[src/rtl/chmap_pkg.sv]
`timescale 1ns / 1ps

package chmap_pkg;

  // fixed field widths
  localparam int KEY_W   = 31;
  localparam int VALUE_W = 32;
  localparam int BCNT_W  = 9;

  // storage defaults
  localparam int MAX_BUCKETS_DEF = 256;
  localparam int NODE_POOL_DEF   = 1024;

  // remainder unit: dividend bits handled per cycle
  localparam int MOD_BITS_PER_CYC = 4;
  localparam int MOD_DIVIDEND_W   = 32;
  localparam int MOD_CYCLES       = MOD_DIVIDEND_W / MOD_BITS_PER_CYC;

  typedef enum logic [0:0] {
    OP_ADD  = 1'b0,
    OP_FIND = 1'b1
  } op_t;

  typedef enum logic [0:0] {
    ST_OK   = 1'b0,
    ST_FULL = 1'b1
  } status_t;

  typedef struct packed {
    op_t                operation;
    logic [KEY_W-1:0]   key;
    logic [VALUE_W-1:0] value;
  } in_beat_t;

  typedef struct packed {
    logic               found;
    logic [VALUE_W-1:0] found_value;
    status_t            status;
  } out_beat_t;

  // remainder unit status towards the sequencer
  typedef struct packed {
    logic busy;
    logic done;
  } mod_stat_t;

endpackage

[src/rtl/chmap_mod.sv]
`timescale 1ns / 1ps

module chmap_mod (
  input  logic                           clk,
  input  logic                           rst_n,
  input  logic                           start,
  input  logic [chmap_pkg::KEY_W-1:0]    key,
  input  logic [chmap_pkg::BCNT_W-1:0]   divisor,
  output chmap_pkg::mod_stat_t           stat,
  output logic [chmap_pkg::BCNT_W-1:0]   rem
);

  import chmap_pkg::*;

  localparam int CW = (MOD_CYCLES > 1) ? $clog2(MOD_CYCLES) : 1;

  logic [MOD_DIVIDEND_W-1:0] q_r;
  logic [BCNT_W-1:0]         rem_r;
  logic [BCNT_W-1:0]         div_r;
  logic [CW-1:0]             cnt_r;
  logic                      busy_r;
  logic                      done_r;
  logic [BCNT_W-1:0]         rem_nxt;

  // restoring remainder steps, a few dividend bits per cycle
  always_comb begin
    logic [BCNT_W:0] r;
    r = '0;
    rem_nxt = rem_r;
    for (int i = 0; i < MOD_BITS_PER_CYC; i++) begin
      r = {rem_nxt, q_r[MOD_DIVIDEND_W-1-i]};
      if (r >= {1'b0, div_r}) begin
        r = r - {1'b0, div_r};
      end
      rem_nxt = r[BCNT_W-1:0];
    end
  end

  always_ff @(posedge clk) begin
    if (!rst_n) begin
      busy_r <= 1'b0;
      done_r <= 1'b0;
      cnt_r  <= '0;
    end else begin
      // done pulses the cycle after the last step
      done_r <= busy_r && !start && (cnt_r == CW'(MOD_CYCLES - 1));
      if (start) begin
        busy_r <= 1'b1;
        cnt_r  <= '0;
        q_r    <= MOD_DIVIDEND_W'(key);
        rem_r  <= '0;
        div_r  <= divisor;
      end else if (busy_r) begin
        q_r   <= q_r << MOD_BITS_PER_CYC;
        rem_r <= rem_nxt;
        cnt_r <= cnt_r + 1'b1;
        if (cnt_r == CW'(MOD_CYCLES - 1)) begin
          busy_r <= 1'b0;
        end
      end
    end
  end

  assign stat.busy = busy_r;
  assign stat.done = done_r;
  assign rem       = rem_r;

endmodule

[config.mk]
export PLATFORM = sky130hd
export DESIGN_NAME = chmap_mod
export DESIGN_NICKNAME = d
export VERILOG_FILES = /design/src/rtl/chmap_pkg.sv /design/src/rtl/chmap_mod.sv
export SDC_FILE = /design/constraint.sdc
export NUM_CORES = 1
export LEC_CHECK = 0
export BUFFER_PORTS_ARGS = -buffer_cell sky130_fd_sc_hd__buf_4
export CORE_UTILIZATION = 55
export CTS_BUF_LIST = sky130_fd_sc_hd__clkbuf_4
export DETAILED_ROUTE_END_ITERATION = 16
export PLACE_DENSITY = 0.88
export SLEW_MARGIN = 5
export SYNTH_ARGS = -nofsm -noshare
export SYNTH_HDL_FRONTEND = slang
export SYNTH_SLANG_ARGS = --single-unit
export TNS_END_PERCENT = 10
[constraint.sdc]
create_clock -name clk -period 9.5 [get_ports clk]
set_input_delay 0.475 -clock clk [delete_from_list [all_inputs] [get_ports clk]]
set_output_delay 0.475 -clock clk [all_outputs]
set_load 0.05 [all_outputs]
Yosys cells after proc, flatten, opt, wreduce, memory -nomap -nowiden

Index checks and enable logic that the tools add are counted.

Bitwise operators: 1
Muxes and demuxes: 10
Reduce and logical (&&, ||, !) cells: 7
Equal/unequal tests: 1
Order comparisons: 4
$add $sub $neg: 5

Operator list:

| operator                                     | number |
|---|---|
| two-way mux 9 bit                            | 5 |
| greater-or-equal comparator 10 x 9 -> 1 bit  | 4 |
| subtractor 9 bit                             | 4 |
| two-way mux 32 bit                           | 1 |
| two-way mux 31 bit                           | 1 |
| AND reduction 2 bit                          | 2 |
| adder 3 x 1 -> 3 bit (second input constant) | 1 |
| == test 3 bit (second input constant)        | 1 |
| two-way mux 1 bit                            | 3 |
| logical AND 1 bit                            | 2 |
| nonzero test 2 bit                           | 1 |
| OR reduction 2 bit                           | 1 |
| zero test 1 bit                              | 1 |
| inverter 1 bit                               | 1 |

Input bits: 43
Bits in registers: 55
Output and inout port bits: 11

Depth between registers and ports, before layout

Gate-level depths: netlist (run 1).

Depth after elaboration: 9
Mapped depth: 39
Depth with buffers taken out: 36

Worst setup path before layout (run 1)

Ideal clock, no wire load.

Kind: reg2reg
Start point: register rem_r[0] (netlist: rem[0])
End point: register rem_r[0] (netlist: rem[0]) (data pin)
Path buffers: 2
Setup time: 260 ps
Setup slack: 1,002 ps
Data required time: 9,240 ps
Arrival: 8,238 ps
Cell stages (with the launch flop): 35
Clock period less this slack: 8,498 ps
Cell sequence: edfxtp_1 fa_1 a211oi_2 o211ai_1 and2_4 o41ai_1 nand2_1 o21ai_0 inv_1 fa_1 nand2b_1 a21oi_1 o21ba_2 o21ai_0 nand3_1 clkbuf_1 a21oi_1 fa_1 a21o_1 a21o_1 a211o_1 a221o_1 a31o_2 o211a_1 or2_2 ha_1 a21o_1 a21oi_1 o22ai_1 nor2_1 o21ai_0 a21o_1 a221oi_2 buf_6 mux2_4

Cells in the longest elaborated chain, start to end: 9
Elaborated cells on any way between the ends: 12

Ends and longest elaborated chain:

| element                                                                                | RTL line                         | source |
|---|---|---|
| start, declared                                                                        | chmap_mod.sv:18                  | `logic [BCNT_W-1:0] rem_r;` |
| start signal, assigned                                                                 | chmap_mod.sv:55                  | `rem_r <= rem_nxt;` |
| subtractor 9 bit / greater-or-equal comparator 10 x 9 -> 1 bit (equally long branches) | chmap_mod.sv:33, chmap_mod.sv:32 |  |
| two-way mux 9 bit (*)                                                                  | chmap_mod.sv:32                  | `if (r >= {1'b0, div_r}) begin` |
| subtractor 9 bit / greater-or-equal comparator 10 x 9 -> 1 bit (equally long branches) | chmap_mod.sv:33, chmap_mod.sv:32 |  |
| two-way mux 9 bit (*)                                                                  | chmap_mod.sv:32                  |  |
| subtractor 9 bit / greater-or-equal comparator 10 x 9 -> 1 bit (equally long branches) | chmap_mod.sv:33, chmap_mod.sv:32 |  |
| two-way mux 9 bit (*)                                                                  | chmap_mod.sv:32                  |  |
| greater-or-equal comparator 10 x 9 -> 1 bit (*)                                        | chmap_mod.sv:32                  |  |
| two-way mux 9 bit (*)                                                                  | chmap_mod.sv:32                  |  |
| two-way mux 9 bit (*)                                                                  | chmap_mod.sv:53                  | `end else if (busy_r) begin` |

Mark *: on every way between the ends. The rest lies on a longest branch, timed or not. The select of a mux whose other input is x is not followed.
A chain may end at the register's enable or synchronous reset.

Worst setup path in the final report (run 1)

Start point: register q_r[31]
End point: register rem_r[1] (netlist: rem[1]) (data pin)

Cells in the longest elaborated chain, start to end: 9
Elaborated cells on any way between the ends: 13

Ends and longest elaborated chain:

| element                                                                                | RTL line                         | source |
|---|---|---|
| start, declared                                                                        | chmap_mod.sv:17                  | `logic [MOD_DIVIDEND_W-1:0] q_r;` |
| start signal, assigned                                                                 | chmap_mod.sv:50                  | `q_r <= MOD_DIVIDEND_W'(key);` |
| start signal, assigned                                                                 | chmap_mod.sv:54                  | `q_r <= q_r << MOD_BITS_PER_CYC;` |
| subtractor 9 bit / greater-or-equal comparator 10 x 9 -> 1 bit (equally long branches) | chmap_mod.sv:33, chmap_mod.sv:32 |  |
| two-way mux 9 bit (*)                                                                  | chmap_mod.sv:32                  |  |
| subtractor 9 bit / greater-or-equal comparator 10 x 9 -> 1 bit (equally long branches) | chmap_mod.sv:33, chmap_mod.sv:32 |  |
| two-way mux 9 bit (*)                                                                  | chmap_mod.sv:32                  |  |
| subtractor 9 bit / greater-or-equal comparator 10 x 9 -> 1 bit (equally long branches) | chmap_mod.sv:33, chmap_mod.sv:32 |  |
| two-way mux 9 bit (*)                                                                  | chmap_mod.sv:32                  |  |
| greater-or-equal comparator 10 x 9 -> 1 bit / subtractor 9 bit (equally long branches) | chmap_mod.sv:32, chmap_mod.sv:33 |  |
| two-way mux 9 bit (*)                                                                  | chmap_mod.sv:32                  |  |
| two-way mux 9 bit (*)                                                                  | chmap_mod.sv:53                  |  |

Marks and branches as above.

==> results_tabular.tex, run 1 <==
\begin{tabular}{lr}
\hline
Metric & Value \\
\hline
\multicolumn{2}{l}{\textbf{Outcome}} \\
Outcome & completed \\
\multicolumn{2}{l}{\textbf{Worst hold path}} \\
Worst Hold Path Cells & 1 \\
Hold wc startpoint & divisor[2] \\
Hold endpoint & div\_r[2] \\
Class of the most critical hold timing path & input port to register \\
\multicolumn{2}{l}{\textbf{Route}} \\
Iteration count of the initial detailed-routing pass & 5 \\
Average wire per standard cell & $\sim$18 um \\
Final WL & 10100 um \\
DR DRC count & 0 \\
Number of routed nets with antenna violations & 0 \\
DRC marker count from the first detailed-route iteration & roughly 250 \\
Routed via count divided by cell count & approximately 6.0 \\
Number of vias after detailed routing & 3342 \\
\multicolumn{2}{l}{\textbf{Timing}} \\
Unrepaired setup endpoints after global routing & no \\
Final Setup Violations & 0 \\
Slew @ Worst Pin & 957 ps \\
Top achievable clock speed & 112 MHz \\
Final Cycle Share & a little over nine tenths \\
Maximum clock skew at final layout & $\sim$11 ps \\
Worst slew margin relative to its limit & 36.2\% \\
Post-route minimum period & between 8000 and 9000 ps \\
Final hold viol count & 0 \\
Max-slew violation total from the final report & 0 \\
Accumulated negative setup slack & 0 ps \\
\multicolumn{2}{l}{\textbf{Clocking}} \\
Count of H-tree levels built during CTS & 2 \\
Number of hold buffers added after cts & 0 \\
Number of buffers created by CTS & 5 \\
Clock Pin Slew Worst Setup and Hold Paths & 160 ps \\
CTS Root Buffer Type & sky130\_fd\_sc\_hd\_\_clkbuf\_4 \\
CTS Buffer Depth & 2 \\
Clock latency reported for the late side of the worst-skew pair & 390 ps \\
CTS tree & yes \\
Number of sinks handled by clock tree synthesis & 55 \\
\multicolumn{2}{l}{\textbf{Finish}} \\
Post-route insts no fill & 558 \\
Ant diodes & 0 \\
Synth-to-Final Area Change & 13.6\% \\
Commonest cells after routing, fill and taps aside & sky130\_fd\_sc\_hd\_\_buf\_4, sky130\_fd\_sc\_hd\_\_edfxtp\_1, sky130\_fd\_sc\_hd\_\_ha\_1 \\
Final-stage net count & 543 \\
Leading cell type in the layout, fill and taps excluded & sky130\_fd\_sc\_hd\_\_buf\_4 \\
Fraction of final layout cells sized beyond drive strength 1 & 26.4\% \\
Utilization after layout & between 60\% and 70\% \\
\multicolumn{2}{l}{\textbf{Worst setup path}} \\
Setup crit end kind & register \\
Maximum net fanout on the critical path & 10 \\
Worst setup SP type & register \\
Worst Setup Path Type & register to register \\
Worst path slowest cell & sky130\_fd\_sc\_hd\_\_o41a\_1 \\
Endpoint of the lowest-slack register-to-register path & rem[1] \\
Max incr delay on CP & just under 500 ps \\
Timing startpoint of the critical path & q\_r[31] \\
Worst reg2reg setup slack & 550 ps \\
Required time of the worst setup path & 9670 ps \\
Startpoint of the most critical register-to-register path & q\_r[31] \\
Depth of the worst register-to-register path & 37 \\
Data arrival time at the worst-slack endpoint & 9110 ps \\
\multicolumn{2}{l}{\textbf{Synth}} \\
Adder-Cell Fraction of Synth Area & 13.0\% \\
Share of Yosys cell area claimed by the top area cell type & 35.2\% \\
Seq/Total Area, Yosys & 37.5\% \\
Cell accounting for the most synthesized area & sky130\_fd\_sc\_hd\_\_edfxtp\_1 \\
Avg Synthesized Cell Area & approximately 11 sq um \\
Multiplexer share of the synthesized area & between 10\% and 20\% \\
Fraction of synthesized cell area in xor and xnor cells & 5.13\% \\
Post-synthesis simple-gate area fraction & 11.3\% \\
Yosys synthesis warning count & 0 \\
Async set-reset flop share out of synthesis & 0\% \\
Synthesis-stage register bit count & 55 \\
Synthesized area & 4270 sq um \\
Top flip-flop cell by instance count after synthesis & sky130\_fd\_sc\_hd\_\_edfxtp\_1 \\
Synthesized-area fraction occupied by ao, oa, aoi and oai cells & between 10\% and 20\% \\
Instance count of the mapped netlist & just over 400 \\
Synth unique cells & 62 \\
Largest family of logic cells by synthesized area & compound AO/OA/AOI/OAI gates \\
Post-Syn Nets & 488 \\
Top area cells in the synthesized netlist & sky130\_fd\_sc\_hd\_\_edfxtp\_1, sky130\_fd\_sc\_hd\_\_ha\_1, sky130\_fd\_sc\_hd\_\_mux2\_2, sky130\_fd\_sc\_hd\_\_mux2i\_1, sky130\_fd\_sc\_hd\_\_xnor2\_1 \\
Number of enable-type register cells in the synthesized netlist & 50 \\
\multicolumn{2}{l}{\textbf{Floorplanning}} \\
Core footprint & 7370 sq um \\
Area enclosed by the die boundary & 8120 sq um \\
Die width & 90.1 um \\
Initial core utilization & between 50\% and 60\% \\
Number of cell rows & 31 \\
DIE HEIGHT & 90.1 um \\
Count of pins on the block boundary & 54 \\
\multicolumn{2}{l}{\textbf{Global routing}} \\
Sum of overflow across all layers after global routing & 0 \\
Wire length of the first global-routing pass & 16400 um \\
Pin count of the biggest net entering global routing & 43 \\
Antenna violations before repair & 0 \\
GRT Overall Usage & 25.7\% \\
Via count of the first global-routing pass & 3309 \\
\multicolumn{2}{l}{\textbf{Placement}} \\
Final Wtd Congestion & 0.974 \\
Buffers added on ports & between 50 and 60 \\
Sum of net half-perimeters after detailed placement & 8020 um \\
Cell Count Post-Placement & between 500 and 600 \\
\multicolumn{2}{l}{\textbf{Job}} \\
Max-cap violations & 0 \\
\hline
\end{tabular}
[sequential cells by signal (all words and copies together) (netlist names)]
register,cells
cnt_r,3
div_r,9
done_r,1
q_r,32
rem,9
busy_r,1
[cell usage after synthesis (all sizes together), types with 2 or more instances]
master,n
a31oi,3
o21a,3
nor2b,6
inv,32
a21o,10
o211ai,2
ha,38
mux2i,17
o32ai,3
nand2,23
mux2,33
nor2,22
and2,9
or3,4
a21oi,22
dfxtp,5
xor2,11
a2111o,2
a211oi,6
nand4,7
nand3,3
o2111ai,2
edfxtp,50
clkbuf,8
o211a,2
fa,4
buf,5
xnor2,14
nor3,6
and4,2
a221oi,2
nand3b,2
o21ai,20
or2,6
a21boi,2
a211o,2
[through the flow]
| stage | hold WS [ps] | setup slack, ps | instance area (sq um) |
|---|---|---|---|
| floorplan | 465 | 1000 | 4270 |
| global placement | 481 | 846 | 4770 |
| detailed placement | 508 | 607 | 4770 |
| CTS | 238 | 529 | 4830 |
| global route | 241 | 42.0 | 4850 |
| finish | 254 | 553 | 4850 |
[how the worst max path moves through the flow]
stage / to / slack (ps) / cells past startpoint
finish: rem[1] / 550 / 37
floorplan: rem[0] / 1000 / 34
global route: rem[1] / 40 / 38
detailed placement: rem[1] / 610 / 38
global placement: rem[0] / 850 / 38
CTS: rem[1] / 530 / 38
[kinds of logic (layout without fill, tap and decap cells)]
group	Yosys count	count (layout)
and+or+nand+nor	94	94
AOI/OAI and AO/OA	92	92
DFF	55	55
muxes	50	50
buffers and inverters	45	101
adders and majority gates	42	42
xor gates and xnor gates	25	25
[area by class of cell]
| cell class | count | area, sq um |
|---|---|---|
| inverter | 32 | 123 |
| multi-input combinational | 303 | 2480 |
| clock buffer | 5 | 37.5 |
| timing repair buffer | 61 | 458 |
| clock inverter | 3 | 22.5 |
| tap | 99 | 124 |
| fill | 596 | 2520 |
| sequential | 55 | 1600 |
[worst max-delay path: cells and delay by family, from the launching register on]
family	cells	cell delay, ps
muxes	3	1160
adders and majority gates	5	1710
AOI/OAI and AO/OA	19	4080
buffers and inverters	6	820
DFF	1	460
and+or+nand+nor	4	500
[per-layer routing]
| metal | share of wire, % | track usage, % |
|---|---|---|
| met4 | 3.2 | 9.81 |
| met1 | 42 | 32.4 |
| met5 | 0 | 0 |
| met2 | 49 | 44.7 |
| met3 | 6.1 | 3.38 |
[repair_timing]
item                       4_1_cts  5_1_grt
resized for setup                0        2
setup endpoints to repair        0        9
setup buffers                    0        1
Power of run 1 is left out: the tool's default activity adds up to more than one toggle a clock period on the data nets, which glitch-free logic cannot reach.
==> inputs of run 2 (changes only) <==
--- a/config.mk
+++ b/config.mk
@@ -10,5 +10,5 @@
 export CTS_BUF_LIST = sky130_fd_sc_hd__clkbuf_4
 export DETAILED_ROUTE_END_ITERATION = 16
-export PLACE_DENSITY = 0.88
+export PLACE_DENSITY = 0.91
 export SLEW_MARGIN = 5
 export SYNTH_ARGS = -nofsm -noshare
==> constraint.sdc (replaced) <==
create_clock -name clk -period 7.4 [get_ports clk]
set_input_delay 0.37 -clock clk [delete_from_list [all_inputs] [get_ports clk]]
set_output_delay 0.37 -clock clk [all_outputs]
set_load 0.02 [all_outputs]
==> results_tabular.tex, run 2 (synthesis results as in run 1) <==
\begin{tabular}{lr}
\hline
Metric & Value \\
\hline
\multicolumn{2}{l}{\textbf{Route}} \\
Iteration count of the initial detailed-routing pass & 7 (+2) \\
Final WL & 12600 um (+24\%) \\
DR DRC count & 0 (unchanged) \\
DRC marker count from the first detailed-route iteration & 508 (+100\%) \\
Number of vias after detailed routing & 3899 (+17\%) \\
Average wire per standard cell & 19.7 um (+8.5\%) \\
Number of routed nets with antenna violations & 0 (unchanged) \\
Routed via count divided by cell count & 6.09 (+1.7\%) \\
\multicolumn{2}{l}{\textbf{Global routing}} \\
GRT Overall Usage & 31.9\% (+6.2 points) \\
Pin count of the biggest net entering global routing & 43 (unchanged) \\
Wire length of the first global-routing pass & 20100 um (+22\%) \\
Via count of the first global-routing pass & 4073 (+23\%) \\
Sum of overflow across all layers after global routing & 0 (unchanged) \\
Antenna violations before repair & 0 (unchanged) \\
\multicolumn{2}{l}{\textbf{Worst setup path}} \\
Data arrival time at the worst-slack endpoint & 8110 ps (-1000 ps) \\
Timing startpoint of the critical path & q\_r[31] \\
Worst Setup Path Type & register to register \\
Startpoint of the most critical register-to-register path & q\_r[31] \\
Setup crit end kind & register \\
Endpoint of the lowest-slack register-to-register path & rem[0] \\
CP delay by family, top & compound AO/OA/AOI/OAI gates \\
CP most frequent cell & sky130\_fd\_sc\_hd\_\_a21o\_1 \\
Worst path slowest cell & sky130\_fd\_sc\_hd\_\_o41a\_1 \\
Required time of the worst setup path & 7570 ps (-2100 ps) \\
Worst reg2reg setup slack & -540 ps (-1090 ps) \\
Max incr delay on CP & 450 ps (-40 ps) \\
Maximum net fanout on the critical path & 9 (-1) \\
Worst setup SP type & register \\
Depth of the worst register-to-register path & 36 (-2.7\%) \\
Buffers and inverters on the worst path & 5 (-1) \\
\multicolumn{2}{l}{\textbf{Finish}} \\
Ant diodes & 0 (unchanged) \\
Final-stage net count & 625 (+15\%) \\
Commonest cells after routing, fill and taps aside & sky130\_fd\_sc\_hd\_\_buf\_4, sky130\_fd\_sc\_hd\_\_edfxtp\_1, sky130\_fd\_sc\_hd\_\_ha\_1 \\
Post-route insts no fill & 640 (+15\%) \\
Leading cell type in the layout, fill and taps excluded & sky130\_fd\_sc\_hd\_\_buf\_4 \\
Fraction of final layout cells sized beyond drive strength 1 & 42.9\% (+17 points) \\
Utilization after layout & 77.3\% (+12 points) \\
Number of flip-flops under the largest register name & 32 (unchanged) \\
Synth-to-Final Area Change & 33.5\% \\
Post-route standard cell area excluding fillers & 5700 sq um (+18\%) \\
Register bank with the most flops & q\_r \\
\multicolumn{2}{l}{\textbf{Placement}} \\
Cell Count Post-Placement & 631 (+15\%) \\
Sum of net half-perimeters after detailed placement & 9970 um (+24\%) \\
Buffers added on ports & 53 (unchanged) \\
Dpl cell area & 5580 sq um (+17\%) \\
Final Wtd Congestion & 1.11 (+14\%) \\
\multicolumn{2}{l}{\textbf{Timing}} \\
Post-route minimum period & 7940 ps (-1010 ps) \\
Max-slew violation total from the final report & 0 (unchanged) \\
Unrepaired setup endpoints after global routing & yes \\
Final Setup Violations & 9 (+9) \\
Top achievable clock speed & 126 MHz (+13\%) \\
Maximum clock skew at final layout & 13.0 ps (+1.54 ps) \\
Final hold viol count & 0 (unchanged) \\
Accumulated negative setup slack & -4250 ps (-4250 ps) \\
Final Cycle Share & 107\% (+13 points) \\
Worst slew margin relative to its limit & 36.4\% (+0.18 points) \\
Slew @ Worst Pin & 955 ps (-2.64 ps) \\
Crit path setup slack, layout & -541 ps (-1090 ps) \\
\multicolumn{2}{l}{\textbf{Clocking}} \\
Number of hold buffers added after cts & 0 (unchanged) \\
Clock latency reported for the late side of the worst-skew pair & 390 ps (about the same) \\
Number of buffers created by CTS & 5 (unchanged) \\
Clock Pin Slew Worst Setup and Hold Paths & 160 ps (about the same) \\
CTS Buffer Depth & 2 (unchanged) \\
Count of H-tree levels built during CTS & 2 (unchanged) \\
CTS Root Buffer Type & sky130\_fd\_sc\_hd\_\_clkbuf\_4 \\
CTS tree & yes \\
Number of sinks handled by clock tree synthesis & 55 (unchanged) \\
\multicolumn{2}{l}{\textbf{Floorplanning}} \\
Number of cell rows & 31 (unchanged) \\
Die width & 90.1 um (unchanged) \\
Count of pins on the block boundary & 54 (unchanged) \\
Initial core utilization & 57.9\% (unchanged) \\
Area enclosed by the die boundary & 8120 sq um (unchanged) \\
Core footprint & 7370 sq um (unchanged) \\
DIE HEIGHT & 90.1 um (unchanged) \\
\multicolumn{2}{l}{\textbf{Job}} \\
Max-cap violations & 0 (unchanged) \\
\multicolumn{2}{l}{\textbf{Worst hold path}} \\
Hold endpoint & div\_r[7] \\
Class of the most critical hold timing path & input port to register \\
Worst Hold Path Cells & 1 (unchanged) \\
Hold wc startpoint & divisor[7] \\
\multicolumn{2}{l}{\textbf{Outcome}} \\
Outcome & complete, but fails checks \\
Failing checks & setup timing \\
\hline
\end{tabular}
## run 2: changes by cell type in the layout (fill, tap and decap cells not counted), moves of 4 or more
cell / before / now
sky130_fd_sc_hd__ha_1: 38 / 32
sky130_fd_sc_hd__ha_4: 0 / 5
sky130_fd_sc_hd__a21oi_1: 22 / 18
sky130_fd_sc_hd__o21ai_0: 19 / 12
sky130_fd_sc_hd__fa_2: 0 / 4
sky130_fd_sc_hd__buf_4: 61 / 143
sky130_fd_sc_hd__fa_1: 4 / 0
## run 2: timing repair
action | CTS | global route
pin swaps | 2 | 0
buffers inserted | 1 | 0
hold endpoints to repair | 0 | 0
setup endpoints to repair | 9 | 9
resized for setup | 9 | 4
## run 2: cell type report
| type | count | area, sq um |
|---|---|---|
| Clock buffer | 5 | 37.5 |
| Clock inverter | 3 | 22.5 |
| Fill cell | 457 | 1670 |
| Inverter | 32 | 123 |
| Multi-Input combinational cell | 303 | 2720 |
| Sequential cell | 55 | 1600 |
| Tap cell | 99 | 124 |
| Timing Repair Buffer | 143 | 1070 |
## run 2: worst max-delay path by stage
stage	end	slack, ps	depth (start not counted)
4_1_cts	rem[0]	-360	35
5_1_grt	rem[0]	-840	35
6_report	rem[0]	-540	36
3_3_place_gp	rem[7]	-160	37
2_1_floorplan	rem[0]	-3	36
3_5_place_dp	rem[0]	-500	38
## run 2: metrics by stage
step | setup WS [ps] | hold WS, ps
2_1_floorplan | -2.50 | 465
3_3_place_gp | -160 | 479
3_5_place_dp | -501 | 500
4_1_cts | -363 | 138
5_1_grt | -843 | 127
6_report | -541 | 152
## run 2: worst register-to-register path: cells and delay by family (launching register included)
family                     cells  cell delay, ps
and+or+nand+nor                7            1230
buffers and inverters          5             650
AOI/OAI and AO/OA             17            3490
muxes                          2             600
DFF                            1             430
adders and majority gates      5            1340
## run 2: per-layer routing
layer  up-vias  part of all wire (%)  wire, um  GRT usage [%]
met2       223                    50      6350           57.0
met1      1833                    37      4630           35.5
met3        73                   7.7       978           6.35
met5         -                     0         0              0
met4         0                   5.3       669           17.3
li1       1770                     -         -              -
Power of run 2 is left out for the same reason.
==> inputs of run 3 (changes only) <==
Settings changed: CORE_UTILIZATION 55 to 40, PLACE_DENSITY 0.91 to 0.73.
==> results_tabular.tex, run 3 (synthesis results as in run 1) <==
\begin{tabular}{lr}
\hline
Metric & Value \\
\hline
\multicolumn{2}{l}{\textbf{Finish}} \\
Number of flip-flops under the largest register name & 32 (unchanged) \\
Leading cell type in the layout, fill and taps excluded & sky130\_fd\_sc\_hd\_\_buf\_4 \\
Fraction of final layout cells sized beyond drive strength 1 & 45.2\% (+2.3 points) \\
Filler Cell Count & 874 (+91\%) \\
Ant diodes & 0 (unchanged) \\
Final-stage net count & 633 (+1.3\%) \\
Commonest cells after routing, fill and taps aside & sky130\_fd\_sc\_hd\_\_buf\_4, sky130\_fd\_sc\_hd\_\_edfxtp\_1, sky130\_fd\_sc\_hd\_\_mux2\_2, sky130\_fd\_sc\_hd\_\_ha\_1, sky130\_fd\_sc\_hd\_\_inv\_1 \\
Synth-to-Final Area Change & 37.5\% \\
Register bank with the most flops & q\_r \\
\multicolumn{2}{l}{\textbf{Timing}} \\
Max-slew violation total from the final report & 0 (unchanged) \\
Top achievable clock speed & 129 MHz (+2.8\%) \\
Unrepaired setup endpoints after global routing & yes \\
Final hold viol count & 0 (unchanged) \\
Final Setup Violations & 9 (unchanged) \\
Crit path setup slack, layout & -326 ps (+216 ps) \\
Maximum clock skew at final layout & 8.19 ps (-4.80 ps) \\
Final Cycle Share & 104\% (-2.9 points) \\
Worst slew margin relative to its limit & 35.8\% (-0.54 points) \\
Post-route minimum period & 7730 ps (-216 ps) \\
Slew @ Worst Pin & 963 ps (+8.03 ps) \\
\multicolumn{2}{l}{\textbf{Clocking}} \\
CTS tree & yes \\
Number of hold buffers added after cts & 0 (unchanged) \\
CTS Root Buffer Type & sky130\_fd\_sc\_hd\_\_clkbuf\_4 \\
Number of buffers created by CTS & 5 (unchanged) \\
Number of sinks handled by clock tree synthesis & 55 (unchanged) \\
CTS Buffer Depth & 2 (unchanged) \\
Count of H-tree levels built during CTS & 2 (unchanged) \\
Clock latency reported for the late side of the worst-skew pair & 380 ps (about the same) \\
Clock Pin Slew Worst Setup and Hold Paths & 160 ps (about the same) \\
\multicolumn{2}{l}{\textbf{Worst setup path}} \\
Setup crit end kind & register \\
Depth of the worst register-to-register path & 34 (-5.6\%) \\
Max incr delay on CP & 440 ps (about the same) \\
Maximum net fanout on the critical path & 8 (-1) \\
Startpoint of the most critical register-to-register path & q\_r[31] \\
Worst reg2reg setup slack & -330 ps (+220 ps) \\
Buffers and inverters on the worst path & 5 (unchanged) \\
Required time of the worst setup path & 7560 ps (about the same) \\
Endpoint of the lowest-slack register-to-register path & rem[1] \\
Data arrival time at the worst-slack endpoint & 7880 ps (-230 ps) \\
CP delay by family, top & compound AO/OA/AOI/OAI gates \\
Worst setup SP type & register \\
Worst path slowest cell & sky130\_fd\_sc\_hd\_\_edfxtp\_1 \\
Worst Setup Path Type & register to register \\
\multicolumn{2}{l}{\textbf{Route}} \\
DRC marker count from the first detailed-route iteration & 151 (-70\%) \\
Iteration count of the initial detailed-routing pass & 5 (-2) \\
Average wire per standard cell & 17.1 um (-13\%) \\
Routed via count divided by cell count & 5.39 (-12\%) \\
Number of vias after detailed routing & 3693 (-5.3\%) \\
DR DRC count & 0 (unchanged) \\
Number of routed nets with antenna violations & 0 (unchanged) \\
Final WL & 11700 um (-7.3\%) \\
\multicolumn{2}{l}{\textbf{Placement}} \\
Buffers added on ports & 53 (unchanged) \\
Post-Place Setup Slack & -408 ps (+92.5 ps) \\
Final Wtd Congestion & 1.01 (-8.3\%) \\
Sum of net half-perimeters after detailed placement & 9440 um (-5.3\%) \\
\multicolumn{2}{l}{\textbf{Global routing}} \\
Sum of overflow across all layers after global routing & 0 (unchanged) \\
Pin count of the biggest net entering global routing & 43 (unchanged) \\
Via count of the first global-routing pass & 3803 (-6.6\%) \\
GRT Overall Usage & 21.3\% (-11 points) \\
Wire length of the first global-routing pass & 18500 um (-7.9\%) \\
Antenna violations before repair & 0 (unchanged) \\
\multicolumn{2}{l}{\textbf{Floorplanning}} \\
Area enclosed by the die boundary & 11100 sq um (+37\%) \\
Core footprint & 10300 sq um (+40\%) \\
Count of pins on the block boundary & 54 (unchanged) \\
DIE HEIGHT & 105 um (+17\%) \\
Die width & 105 um (+17\%) \\
Initial core utilization & 41.4\% (-17 points) \\
Number of cell rows & 37 (+19\%) \\
\multicolumn{2}{l}{\textbf{Job}} \\
Max-cap violations & 0 (unchanged) \\
\multicolumn{2}{l}{\textbf{Worst hold path}} \\
Hold wc startpoint & divisor[6] \\
Class of the most critical hold timing path & input port to register \\
Worst Hold Path Cells & 1 (unchanged) \\
Hold endpoint & div\_r[6] \\
\multicolumn{2}{l}{\textbf{Outcome}} \\
Failing checks & setup timing \\
Outcome & complete, but fails checks \\
\hline
\end{tabular}
==> run 3: final cells by class <==
| type | count | area, sq um | share of cell area, % |
|---|---|---|---|
| multi-input combinational | 303 | 2740 | 46.7 |
| clock inverter | 3 | 43.8 | 0.746 |
| clock buffer | 5 | 37.5 | 0.640 |
| timing repair buffer | 151 | 1150 | 19.6 |
| tap | 136 | 170 | 2.90 |
| inverter | 32 | 123 | 2.09 |
| sequential | 55 | 1600 | 27.3 |
==> run 3: what timing repair did <==
item	CTS	global route
pin swaps	5	10
endpoints found under the setup margin	9	9
resized for setup	3	20
buffers inserted	4	4
==> run 3: metrics by stage <==
stage / setup TNS, ps / area (sq um) / utilization [%] / instances / hold WS, ps
6_report: -2480 / 5870 / 56.8 / 685 / 153
3_3_place_gp: -1560 / 5650 / 54.7 / 669 / 481
2_1_floorplan: -5.01 / 4480 / - / 403 / 465
3_5_place_dp: -3050 / 5650 / 54.7 / 669 / 497
4_1_cts: -2220 / 5780 / 56.0 / 681 / 152
5_1_grt: -5410 / 5870 / 56.8 / 685 / 133
==> run 3: worst max path at each step <==
stage / startpoint / end / slack (ps) / cells past startpoint
floorplan: q_r[31] / rem[0] / -3 / 36
global placement: q_r[31] / rem[0] / -230 / 38
detailed placement: q_r[31] / rem[1] / -410 / 38
CTS: q_r[31] / rem[1] / -290 / 37
global route: q_r[31] / rem[1] / -640 / 35
finish: q_r[31] / rem[1] / -330 / 34
==> run 3: metal layers <==
layer / part of all wire, % / wire length [um] / global-route usage, %
met5: 0 / 0 / 0
met4: 5.0 / 581 / 12.0
met3: 6.8 / 793 / 4.08
met2: 48 / 5560 / 36.1
met1: 41 / 4770 / 25.3
==> run 3: worst reg2reg max path, delay by kind of cell, from the launching register on <==
| kind | cells | cell delay (ps) |
|---|---|---|
| compound gates | 16 | 3290 |
| simple gates | 5 | 890 |
| buf+inv | 5 | 690 |
| fa+ha+maj | 5 | 1270 |
| flops | 1 | 440 |
| mux | 3 | 910 |
Power of run 3 is left out for the same reason.
